`src/hw/rtl/qpgm_pkg.sv`:
```
package qpgm_pkg;

  localparam int CW       = 32;             // coordinate width taken from each field
  localparam int FW       = 32;             // field width on the ports
  localparam int DW       = CW + 1;         // vertex difference
  localparam int CHW      = CW + 2;         // chord vector sum
  localparam int PW       = 2 * DW;         // one cross partial product
  localparam int XW       = PW + 1;         // cross component
  localparam int LZW      = $clog2(XW + 1);
  localparam int NB       = 31;             // normalized magnitude bits
  localparam int SW       = $clog2(XW - NB + 1);
  localparam int SQW      = 2 * NB + 2;     // sum of three squares
  localparam int RTW      = SQW / 2;        // square root width, one stage per bit
  localparam int FRAC_N   = 30;             // Q1.30 normal
  localparam int NW       = NB + FRAC_N + 1;
  localparam int QW       = NB;             // quotient bits, one stage per bit
  localparam int CFW      = 17;
  localparam logic [CFW-1:0] CF_RESET = 17'd32768;
  localparam int CPW      = CHW + CFW + 1;
  localparam int COL_FRAC = 16;
  localparam int COL_SH   = 17;
  localparam int COL_RND  = 65536;
  localparam int NUMW     = CPW + 2;
  localparam int SHW      = NUMW - COL_SH;
  localparam int LAW      = RTW + (XW - NB);
  localparam int AREA_SH  = 17;
  localparam int AHW      = LAW + 1 - AREA_SH;
  localparam int AW       = 48;
  localparam int NST      = 7 + RTW + 1 + QW + 1;

  typedef struct packed {
    logic signed [FW-1:0] v0_x;
    logic signed [FW-1:0] v0_y;
    logic signed [FW-1:0] v0_z;
    logic signed [FW-1:0] v1_x;
    logic signed [FW-1:0] v1_y;
    logic signed [FW-1:0] v1_z;
    logic signed [FW-1:0] v2_x;
    logic signed [FW-1:0] v2_y;
    logic signed [FW-1:0] v2_z;
    logic signed [FW-1:0] v3_x;
    logic signed [FW-1:0] v3_y;
    logic signed [FW-1:0] v3_z;
  } panel_in_t;

  typedef struct packed {
    logic signed [FW-1:0] normal_x;
    logic signed [FW-1:0] normal_y;
    logic signed [FW-1:0] normal_z;
    logic [AW-1:0]        panel_area;
    logic signed [FW-1:0] colloc_x;
    logic signed [FW-1:0] colloc_y;
    logic signed [FW-1:0] colloc_z;
    logic                 degenerate;
  } panel_out_t;

  // per-item results that ride along the pipeline from the cross products to the output
  typedef struct packed {
    logic [2:0][FW-1:0] colloc;
    logic [2:0]         sgn;
    logic               deg;
    logic [AW-1:0]      area;
  } side_t;

  // values needed only until the square roots are done
  typedef struct packed {
    logic [2:0][NB-1:0] rn;
    logic [1:0][SW-1:0] sa;
  } mid_t;

endpackage

```
`src/hw/rtl/qpgm_div.sv`:
```
module qpgm_div
  import qpgm_pkg::*;
(
  input  logic           clk,
  input  logic           en,
  input  logic [NW-1:0]  num_i,
  input  logic [RTW-1:0] den_i,
  output logic [QW-1:0]  quo_o
);

  logic [RTW-1:0] rem_r   [QW];
  logic [NW-1:0]  num_r   [QW];
  logic [RTW-1:0] den_r   [QW];
  logic [QW-1:0]  q_r     [QW];
  logic [RTW-1:0] rem_nxt [QW];
  logic [QW-1:0]  q_nxt   [QW];
  logic [RTW-1:0] rin     [QW];
  logic [NW-1:0]  nin     [QW];
  logic [RTW-1:0] din     [QW];
  logic [QW-1:0]  qin     [QW];
  logic [RTW:0]   t       [QW];

  // restoring division, one quotient bit per stage; quotient fits QW bits
  always_comb begin
    for (int j = 0; j < QW; j++) begin
      rin[j] = (j == 0) ? RTW'(num_i[NW-1:QW]) : rem_r[(j == 0) ? 0 : j - 1];
      nin[j] = (j == 0) ? num_i : num_r[(j == 0) ? 0 : j - 1];
      din[j] = (j == 0) ? den_i : den_r[(j == 0) ? 0 : j - 1];
      qin[j] = (j == 0) ? '0 : q_r[(j == 0) ? 0 : j - 1];
      t[j]   = {rin[j], nin[j][QW-1-j]};
      q_nxt[j] = qin[j];
      if (t[j] >= {1'b0, din[j]}) begin
        rem_nxt[j]         = RTW'(t[j] - {1'b0, din[j]});
        q_nxt[j][QW-1-j]   = 1'b1;
      end else begin
        rem_nxt[j] = t[j][RTW-1:0];
      end
    end
  end

  always_ff @(posedge clk) begin
    if (en) begin
      for (int j = 0; j < QW; j++) begin
        rem_r[j] <= rem_nxt[j];
        num_r[j] <= nin[j];
        den_r[j] <= din[j];
        q_r[j]   <= q_nxt[j];
      end
    end
  end

  assign quo_o = q_r[QW-1];

endmodule

```
`config.mk`:
```
export PLATFORM = sky130hd
export DESIGN_NAME = qpgm_div
export DESIGN_NICKNAME = d
export VERILOG_FILES = /design/src/hw/rtl/qpgm_pkg.sv /design/src/hw/rtl/qpgm_div.sv
export SDC_FILE = /design/constraint.sdc
export NUM_CORES = 2
export LEC_CHECK = 0
export BUFFER_PORTS_ARGS = -buffer_cell sky130_fd_sc_hd__buf_4
export CAP_MARGIN = 20
export CORE_MARGIN = 2
export CORE_UTILIZATION = 50
export CTS_CLUSTER_SIZE = 14
export DETAILED_ROUTE_END_ITERATION = 10
export GPL_ROUTABILITY_DRIVEN = 1
export PLACE_DENSITY = 0.73
export SKIP_LAST_GASP = 1
export SLEW_MARGIN = 20
export SYNTH_ARGS = -nofsm -noshare
export SYNTH_HDL_FRONTEND = slang
export SYNTH_MEMORY_MAX_BITS = 65536
export SYNTH_SLANG_ARGS = --single-unit
```
`constraint.sdc`:
```
create_clock -name clk -period 6.9 [get_ports clk]
set_input_delay 1.38 -clock clk [delete_from_list [all_inputs] [get_ports clk]]
set_output_delay 1.38 -clock clk [all_outputs]
set_load 0.05 [all_outputs]
```
==> impl_metrics.toml <==
[synthesis]
synth-seq-cells = 2881
synth_edf_count = 2881
ys_seq_area_share_pct = 57.4
syn_avg_cell_area_um2 = 12.0
syn_area_mm2 = 0.151
synth_cells = 12600
ys_types = 102
synth-main-ff-cell = "edfxtp_1"
postSynth.asyncResetShare_pct = 0
syn-num-nets = 13700
synth_warnings = 0

[power_and_ir_drop]
clock_power_share_pct = 20.8
swShare_pct = 37.0
pwr-share-comb_pct = 43.8
ir_worst_vdd_mv = 0.239
p_int_w = 0.0498
p_leak_nw = 66.8
p_sw_w = 0.0293
seq_power_share_pct = 35.4
power_w = 0.0791
power-per-cell-area_mw_per_mm2 = 475

[cts]
cts.path.max_buffers = 4
post_cts_buffers = 0
cts_htree_levels = 5
cts_tree = "yes"
insertion_delay_ns = 0.90
ctsResizeCount = 0
clock_sinks = 2881
cts_made_buffers = 310
hold_buffers = 0
root_buffer = "clkbuf_16"
clk_pin_slew_ns = 0.06

[setup_path]
cp_top_family = "compound AO/OA/AOI/OAI gates"
cp_num_cells = 12
regToRegSetupSlack_ns = 2.36
timing.rr.start = "den_r[1][289]"
r2r_cells = 12
required_ns = 7.54
slowest_stage = "a31oi_4"
endpoint_kind = "register"
crit_fanout = 31
r2r_end = "rem_r[1][323]"
crit_type = "register to register"
arrival_ns = 5.18
path_buf_inv = 2
crit_chain = "inv_1 -> ha_1 -> nor2b_1 -> o31a_1 -> o311ai_1 -> nand3_1 -> a31oi_1 -> a211oi_1 -> or3_1 -> a31oi_4 -> buf_4 -> mux2_1"
max_stage_delay_ns = 0.67
critPathLaunchType = "register"

[place]
finalWeightedCongestion = 0.928
io_buffers = 126
place_hpwl_mm = 239
place_area_mm2 = 0.156
place_inst = 16500

[sta]
rsz0062_at_grt = "false"
hold_violations = 0
tightestPinTransition_ns = 1.03
max_freq_mhz = 220
finClkSkew_ns = 0.0586
period_share_pct = 65.9
relSlewSlack_pct = 31.2
drv_slew = 0
final.min_clock_period_ns = 4.54
setup_violations = 0
fin_setup_tns_ns = 0

[floorplan]
fp.dieH_um = 553
core-area_mm2 = 0.300
die_area_mm2 = 0.306
initial_utilization_pct = 50.2
pin_count = 127
rows = 201
die_w_um = 553

[flow_run]
max_cap_viol_count = 0

[finish]
final_common_cell = "edfxtp_1"
layout.cells.non_filler = 17000
n_fill_cell = 24700
most-common-layout-cells = "edfxtp_1 (2881), inv_1 (1250), a21oi_1 (994), ha_1 (992), nand2_1 (821)"
final-seq-area_mm2 = 0.0865
finalInstanceArea_mm2 = 0.166
final_core_util_pct = 55.5
multi_input_area_mm2 = 0.0583
fin_nets = 13900
area_delta_synth_final_pct = 10.5
drive_gt1_share_pct = 8.84

[global_routing]
groute.usage.overall_pct = 20.6
antenna_found_initial = 3
grt_pass1_wl_mm = 505
grt_max_degree = 162
grt_overflow = 0
grt_pass1_vias = 91600

[drt]
via_per_inst = 5.65
drt-wirelength-per-cell_um = 19.0
vias = 96200
drt_iter0_markers = 8637
drt_wl_total_mm = 324
route.antenna.remaining_nets = 0
drc_errors = 0
drt-pass1-iter-count = 6

[min_path]
min_path_type = "register to register"
hold_path_depth = 0
min_to = "q_r[1][21]"
hp-start = "q_r[0][486]"

[run_status]
status = "finished, final reports clean"
-- through the flow --
stage               setup WS (ns)  hold WS [ns]
floorplan                    2.53         0.400
global placement             1.51         0.400
detailed placement           1.53         0.405
CTS                          2.41         0.366
global route                 2.02         0.373
finish                       2.36         0.381
-- power by group through the flow --
stage                     registers [W]  clock network [W]  logic [W]
after floorplan                  0.0269                  0     0.0267
after global placement           0.0283                  0     0.0335
after detailed placement         0.0283                  0     0.0339
after CTS                        0.0280             0.0168     0.0342
after global routing             0.0283             0.0175     0.0384
final                            0.0280             0.0164     0.0346
-- how the worst max path moves through the flow --
stage	start	to	slack, ns
6_report	den_r[1][289]	rem_r[1][323]	2.36
5_1_grt	den_r[1][304]	rem_r[1][323]	2.02
2_1_floorplan	num_i[30]	rem_r[0][24]	2.53
4_1_cts	den_r[1][385]	rem_r[1][418]	2.41
3_3_place_gp	num_i[30]	rem_r[0][2]	1.51
3_5_place_dp	num_i[30]	rem_r[0][8]	1.53
-- cell families after synthesis --
logic type | count (synthesis) | share of synthesized area [%]
adders and majority gates | 1022 | 8.64
DFF | 2881 | 57.4
and+or+nand+nor | 2665 | 8.50
muxes | 459 | 3.40
buffers and inverters | 1549 | 3.98
AOI/OAI and AO/OA | 3213 | 13.5
xor gates and xnor gates | 790 | 4.59
-- worst register-to-register path, cell delays in order, from the launching register on --
cell and delay [ns]:
edfxtp_1 0.40, inv_1 0.06, ha_1 0.29, nor2b_1 0.15, o31a_1 0.29, o311ai_1 0.37
nand3_1 0.29, a31oi_1 0.38, a211oi_1 0.15, or3_1 0.43, a31oi_4 0.67, buf_4 0.44
mux2_1 0.37
-- cell usage after synthesis (107+ instances only) --
cell         n  area [µm²]
clkbuf_1   199         747
inv_1     1250        4690
xor2_1     331        2900
o21a_1     122         916
o21ai_0    723        3620
nand2b_1   128         801
mux2_2     361        4070
edfxtp_1  2881       86500
a21o_1     528        3960
nand4_1    155         970
a21oi_1    997        4990
and3_1     109         682
a31oi_1    111         694
ha_1       992       12400
nor2_1     642        2410
nand2_1    821        3080
xnor2_1    459        4020
nor3_1     171         856
o21bai_1   107         803
nor2b_1    144         901
nand3_1    207        1040
-- cell type report --
cell class / count / area share, %
flip-flops and latches: 2881 / 52.0
multi-input cells: 8149 / 35.0
clock buffers: 363 / 4.84
well taps: 3958 / 2.97
inverters: 1254 / 2.83
clock inverters: 186 / 1.22
repair buffers: 216 / 1.13
diodes: 3 / 0.00451
-- registers in the layout (all words and copies together) (netlist names) --
signal	cells
den_r	960
num_r	465
q_r	496
rem_r	960
-- routing by layer --
metal / global-route usage, % / vias up / share of wire [%] / routed length (µm)
li1: - / 47000 / - / -
met1: 28.1 / 46100 / 44 / 144000
met2: 34.3 / 2575 / 47 / 153000
met3: 2.58 / 547 / 5.3 / 17100
met4: 6.22 / 0 / 3.0 / 9760
met5: 0 / - / 0 / 0
Note: power is estimated with default switching activity, not from simulation.
