==> config.mk <==
export PLATFORM = sky130hd
export DESIGN_NAME = qpgm_isqrt
export DESIGN_NICKNAME = d
export VERILOG_FILES = /design/src/hw/rtl/qpgm_pkg.sv /design/src/hw/rtl/qpgm_isqrt.sv
export SDC_FILE = /design/constraint.sdc
export NUM_CORES = 2
export LEC_CHECK = 0
export BUFFER_PORTS_ARGS = -buffer_cell sky130_fd_sc_hd__buf_4
export CAP_MARGIN = 20
export CORE_UTILIZATION = 60
export DETAILED_ROUTE_END_ITERATION = 6
export GPL_ROUTABILITY_DRIVEN = 0
export PLACE_DENSITY = 0.84
export SLEW_MARGIN = 20
export SYNTH_ARGS = -nofsm -noshare
export SYNTH_HDL_FRONTEND = slang
export SYNTH_SLANG_ARGS = --single-unit
==> constraint.sdc <==
create_clock -name clk -period 5.1 [get_ports clk]
set_input_delay 1.02 -clock clk [delete_from_list [all_inputs] [get_ports clk]]
set_output_delay 1.02 -clock clk [all_outputs]
set_load 0.03 [all_outputs]
==> src/hw/rtl/qpgm_pkg.sv <==
package qpgm_pkg;

  localparam int CW       = 32;             // coordinate width taken from each field
  localparam int FW       = 32;             // field width on the ports
  localparam int DW       = CW + 1;         // vertex difference
  localparam int CHW      = CW + 2;         // chord vector sum
  localparam int PW       = 2 * DW;         // one cross partial product
  localparam int XW       = PW + 1;         // cross component
  localparam int LZW      = $clog2(XW + 1);
  localparam int NB       = 31;             // normalized magnitude bits
  localparam int SW       = $clog2(XW - NB + 1);
  localparam int SQW      = 2 * NB + 2;     // sum of three squares
  localparam int RTW      = SQW / 2;        // square root width, one stage per bit
  localparam int FRAC_N   = 30;             // Q1.30 normal
  localparam int NW       = NB + FRAC_N + 1;
  localparam int QW       = NB;             // quotient bits, one stage per bit
  localparam int CFW      = 17;
  localparam logic [CFW-1:0] CF_RESET = 17'd32768;
  localparam int CPW      = CHW + CFW + 1;
  localparam int COL_FRAC = 16;
  localparam int COL_SH   = 17;
  localparam int COL_RND  = 65536;
  localparam int NUMW     = CPW + 2;
  localparam int SHW      = NUMW - COL_SH;
  localparam int LAW      = RTW + (XW - NB);
  localparam int AREA_SH  = 17;
  localparam int AHW      = LAW + 1 - AREA_SH;
  localparam int AW       = 48;
  localparam int NST      = 7 + RTW + 1 + QW + 1;

  typedef struct packed {
    logic signed [FW-1:0] v0_x;
    logic signed [FW-1:0] v0_y;
    logic signed [FW-1:0] v0_z;
    logic signed [FW-1:0] v1_x;
    logic signed [FW-1:0] v1_y;
    logic signed [FW-1:0] v1_z;
    logic signed [FW-1:0] v2_x;
    logic signed [FW-1:0] v2_y;
    logic signed [FW-1:0] v2_z;
    logic signed [FW-1:0] v3_x;
    logic signed [FW-1:0] v3_y;
    logic signed [FW-1:0] v3_z;
  } panel_in_t;

  typedef struct packed {
    logic signed [FW-1:0] normal_x;
    logic signed [FW-1:0] normal_y;
    logic signed [FW-1:0] normal_z;
    logic [AW-1:0]        panel_area;
    logic signed [FW-1:0] colloc_x;
    logic signed [FW-1:0] colloc_y;
    logic signed [FW-1:0] colloc_z;
    logic                 degenerate;
  } panel_out_t;

  // per-item results that ride along the pipeline from the cross products to the output
  typedef struct packed {
    logic [2:0][FW-1:0] colloc;
    logic [2:0]         sgn;
    logic               deg;
    logic [AW-1:0]      area;
  } side_t;

  // values needed only until the square roots are done
  typedef struct packed {
    logic [2:0][NB-1:0] rn;
    logic [1:0][SW-1:0] sa;
  } mid_t;

endpackage

==> src/hw/rtl/qpgm_isqrt.sv <==
module qpgm_isqrt
  import qpgm_pkg::*;
(
  input  logic           clk,
  input  logic           en,
  input  logic [SQW-1:0] sum_i,
  output logic [RTW-1:0] root_o
);

  logic [SQW-1:0] rem_r   [RTW];
  logic [SQW-1:0] res_r   [RTW];
  logic [SQW-1:0] rem_nxt [RTW];
  logic [SQW-1:0] res_nxt [RTW];
  logic [SQW-1:0] rin     [RTW];
  logic [SQW-1:0] resin   [RTW];
  logic [SQW-1:0] bitv    [RTW];
  logic [SQW-1:0] trial   [RTW];

  // one result bit per stage, digit by digit
  always_comb begin
    for (int j = 0; j < RTW; j++) begin
      rin[j]   = (j == 0) ? sum_i : rem_r[(j == 0) ? 0 : j - 1];
      resin[j] = (j == 0) ? '0 : res_r[(j == 0) ? 0 : j - 1];
      bitv[j]  = SQW'(1) << (SQW - 2 - 2 * j);
      trial[j] = resin[j] + bitv[j];
      if (rin[j] >= trial[j]) begin
        rem_nxt[j] = rin[j] - trial[j];
        res_nxt[j] = (resin[j] >> 1) + bitv[j];
      end else begin
        rem_nxt[j] = rin[j];
        res_nxt[j] = resin[j] >> 1;
      end
    end
  end

  always_ff @(posedge clk) begin
    if (en) begin
      for (int j = 0; j < RTW; j++) begin
        rem_r[j] <= rem_nxt[j];
        res_r[j] <= res_nxt[j];
      end
    end
  end

  assign root_o = res_r[RTW-1][RTW-1:0];

endmodule

==> impl_metrics.env <==
export IMPL_cp_slowest_cell="nor4_1"
export IMPL_synth_edf_count=2512
export IMPL_postCtsHoldBufs=0
export IMPL_drv_cap=0
export IMPL_worstRegToRegCells=10
export IMPL_path_max_fanout=6
export IMPL_antenna_found_initial=12
export IMPL_r2r_slack_ps=300
export IMPL_fin_crit_sh=0.9414
export IMPL_stdcell_area_sq_um=132100
export IMPL_grt_overflow_total=0
export IMPL_post_route_util=0.6676
export IMPL_async_reset_ff_frac=0
export IMPL_synth_adder_area_share=0.05823
export IMPL_syn_area_per_cell_sq_um=12.61
export IMPL_ys_ff_latch=2512
export IMPL_drt_wl_total_um=310300
export IMPL_coreArea_sq_um=197800
export IMPL_portBuffers=97
export IMPL_hp_class="in -> reg"
export IMPL_syn_to_final_growth_pct=10.15
export IMPL_relSlewSlack=0.08288
export IMPL_insertion_delay_ps=900
export IMPL_ys_seq_area_frac=0.6291
export IMPL_rsz0062_at_grt="false"
export IMPL_grt_usage=0.3013
export IMPL_yosys_most_used_dff="edfxtp_1"
export IMPL_slew_viol_final=0
export IMPL_hold_depth=1
export IMPL_ir_drop_uv=574.6
export IMPL_viasPerCell=6.512
export IMPL_syn_cell_area_sq_um=119900
export IMPL_htree_levels=4
export IMPL_max_freq_ghz=0.2083
export IMPL_first_pass_iters=7
export IMPL_path_clk_slew_ps=70
export IMPL_die_area_sq_um=201600
export IMPL_synth_top_family_by_area="simple AND/OR/NAND/NOR gates"
export IMPL_placed_cell_area_sq_um=124100
export IMPL_grt_pass1_vias=81000
export IMPL_critical_path_cell_chain="ha_1, nand4_1, nor4_1, o211ai_1, nand4_1, a211o_2, or4b_2, a21oi_1, o311ai_0, xnor2_1"
export IMPL_die_w_um=449.0
export IMPL_path_buf_inv=0
export IMPL_syn_nets=10130
export IMPL_postCtsSetupBuffers=0
export IMPL_detailedPlace_worstSlack_ps=537.6
export IMPL_drive_gt1_frac=0.07025
export IMPL_cts_resized=0
export IMPL_fp_row_count=163
export IMPL_synth_xor_area_frac=0.06434
export IMPL_cts_root_buffer="clkbuf_16"
export IMPL_worstHoldStart="sum_i[0]"
export IMPL_worst_r2r_endpoint="rem_r[1][956]"
export IMPL_setup_viol=0
export IMPL_worstPathArrival_ps=5410
export IMPL_final_nets=10360
export IMPL_grt_max_degree=202
export IMPL_reg2reg_from="rem_r[1][847]"
export IMPL_cts_tree="built"
export IMPL_period_needed_ps=4801
export IMPL_num_fill_cells=12740
export IMPL_layout_setup_ws_ps=299.0
export IMPL_grt_pass1_wl_um=467300
export IMPL_synth_warnings=0
export IMPL_clock_sinks=2512
export IMPL_crit_type="reg -> reg"
export IMPL_ys_types=95
export IMPL_crit_path_end_kind="flop"
export IMPL_start_util=0.6061
export IMPL_numCtsBuffers=232
export IMPL_clock_path_buffers=3
export IMPL_violations="design-rule violations"
export IMPL_dr_total_vias=81950
export IMPL_worstPathRequired_ps=5710
export IMPL_dp_hpwl_um=220500
export IMPL_fp_dieH_um=449.0
export IMPL_cpMostUsedCell="nand4_1"
export IMPL_critical_path_top_delay_family="simple AND/OR/NAND/NOR gates"
export IMPL_p_leak_nw=49.34
export IMPL_ant_nets=0
export IMPL_synth_mux_area_frac=0.008035
export IMPL_hold_path_end="rem_r[0][0]"
export IMPL_startpoint_type="flop"
export IMPL_fin_skew_ps=69.05
export IMPL_wl_per_cell_um=24.66
export IMPL_whs_ps=286.2
export IMPL_hold_violations=0
export IMPL_setup_tns_ps=0
export IMPL_synthSimpleGateAreaFrac=0.1182
export IMPL_tightest_slew_ps=1363
export IMPL_max_stage_delay_ps=1020
export IMPL_outcome="finished, violations left"
export IMPL_syn_instance_count=9508
export IMPL_drt_iter0_drc=9772
export IMPL_drcViolationCount=4
export IMPL_pin_count=98
export IMPL_synth_compound_area_frac=0.09385
export IMPL_power_density_nw_per_um2=452.8
## worst reg2reg max path: stages (launching register included)
cell and delay (ps):
edfxtp_1 440, ha_1 460, nand4_1 190, nor4_1 1020
o211ai_1 450, nand4_1 380, a211o_2 220, or4b_2 630
a21oi_1 330, o311ai_0 240, xnor2_1 170
## cell type report
cell class	instances	area (sq um)	share of cell area
Clock buffer	267	5979	0.04528
Inverter	715	2684	0.02032
Tap cell	2640	3303	0.02501
Multi-Input combinational cell	6107	41160	0.3117
Antenna cell	8	20.02	0.0001516
Clock inverter	166	1974	0.01495
Sequential cell	2512	75430	0.5712
Timing Repair Buffer	169	1509	0.01143
## how the worst max path moves through the flow
stage | from | end | cells past startpoint
6_report | rem_r[1][847] | rem_r[1][956] | 10
5_1_grt | rem_r[1][847] | rem_r[1][956] | 10
4_1_cts | rem_r[1][847] | rem_r[1][956] | 10
3_5_place_dp | rem_r[1][847] | rem_r[1][956] | 10
3_3_place_gp | rem_r[1][847] | rem_r[1][956] | 10
2_1_floorplan | rem_r[1][675] | rem_r[1][767] | 11
## report_power, final
group / leakage, nW / switching (mW) / internal [mW]
Combinational: 21.3 / 7.77 / 5.18
Sequential: 24.2 / 2.52 / 26.2
Clock: 3.85 / 7.99 / 10.1
Total: 49.3 / 18.3 / 41.5
## layer usage
layer | track usage | up-vias | part of all wire
met5 | 0 | - | 0.00018
met4 | 0.2457 | 10 | 0.098
met1 | 0.3144 | 39230 | 0.32
li1 | - | 36040 | -
met3 | 0.05727 | 1536 | 0.081
met2 | 0.5284 | 5133 | 0.50
## synth_stat cells (16+ instances only)
cell | n | area share
a2111oi_0 | 17 | 0.0012
a211o_1 | 20 | 0.0015
a211oi_1 | 47 | 0.0029
a21boi_0 | 24 | 0.0015
a21o_1 | 194 | 0.012
a21oi_1 | 601 | 0.025
a311oi_1 | 16 | 0.0012
a31oi_1 | 37 | 0.0019
and2_1 | 35 | 0.0018
and3_1 | 36 | 0.0019
and4_1 | 21 | 0.0015
clkbuf_1 | 150 | 0.0047
edfxtp_1 | 2512 | 0.63
ha_1 | 558 | 0.058
inv_1 | 713 | 0.022
mux2_2 | 69 | 0.0065
nand2_1 | 630 | 0.020
nand2b_1 | 108 | 0.0056
nand3_1 | 144 | 0.0060
nand3b_1 | 22 | 0.0014
nand4_1 | 154 | 0.0080
nand4b_1 | 21 | 0.0015
nor2_1 | 607 | 0.019
nor2b_1 | 83 | 0.0043
nor3_1 | 252 | 0.011
nor3b_1 | 20 | 0.0013
nor4_1 | 343 | 0.018
nor4b_1 | 48 | 0.0035
o211ai_1 | 41 | 0.0026
o21a_1 | 98 | 0.0061
o21ai_0 | 479 | 0.020
o21bai_1 | 57 | 0.0036
o31ai_1 | 44 | 0.0028
or2_2 | 39 | 0.0020
or3_1 | 93 | 0.0049
or4_1 | 61 | 0.0038
xnor2_1 | 474 | 0.035
xor2_1 | 405 | 0.030
## placed cells by master, fill, tap and decap left out, drive strengths merged, types with 21 or more instances in the layout
cell and instances:
buf 169, and4 21, or4 63, clkbuf 267, nor4 344, nand3b 22
or3 93, nand2b 109, nor4b 49, nand4b 22, and2 35, o21a 98
and3 36, nand2 630, clkinv 115, inv 721, a21boi 24, nand3 144
ha 558, xor2 405, o21ai 488, edfxtp 2512, o31ai 44, a31oi 37
nor2 607, a211oi 47, a21oi 603, o211ai 41, bufinv 32, xnor2 475
o21bai 57, or2 41, nor2b 83, mux2 77, nor3 252, nand4 154
a21o 194
## state kept, by name (all words and copies together) (netlist names)
register  count
rem_r      1984
res_r       528
## per-stage QoR
step	std cells	power, mW
after floorplan	9508	36.93
after global placement	12140	40.63
after detailed placement	12140	41.27
after CTS	12580	59.32
after global routing	12580	61.87
final	12580	59.80
## kinds of logic after synthesis
family / after synthesis
simple gates: 2758
flops: 2512
compound gates: 1827
buf+inv: 889
xor+xnor: 880
fa+ha+maj: 558
mux: 84
Power figures use the tool's default switching activity.
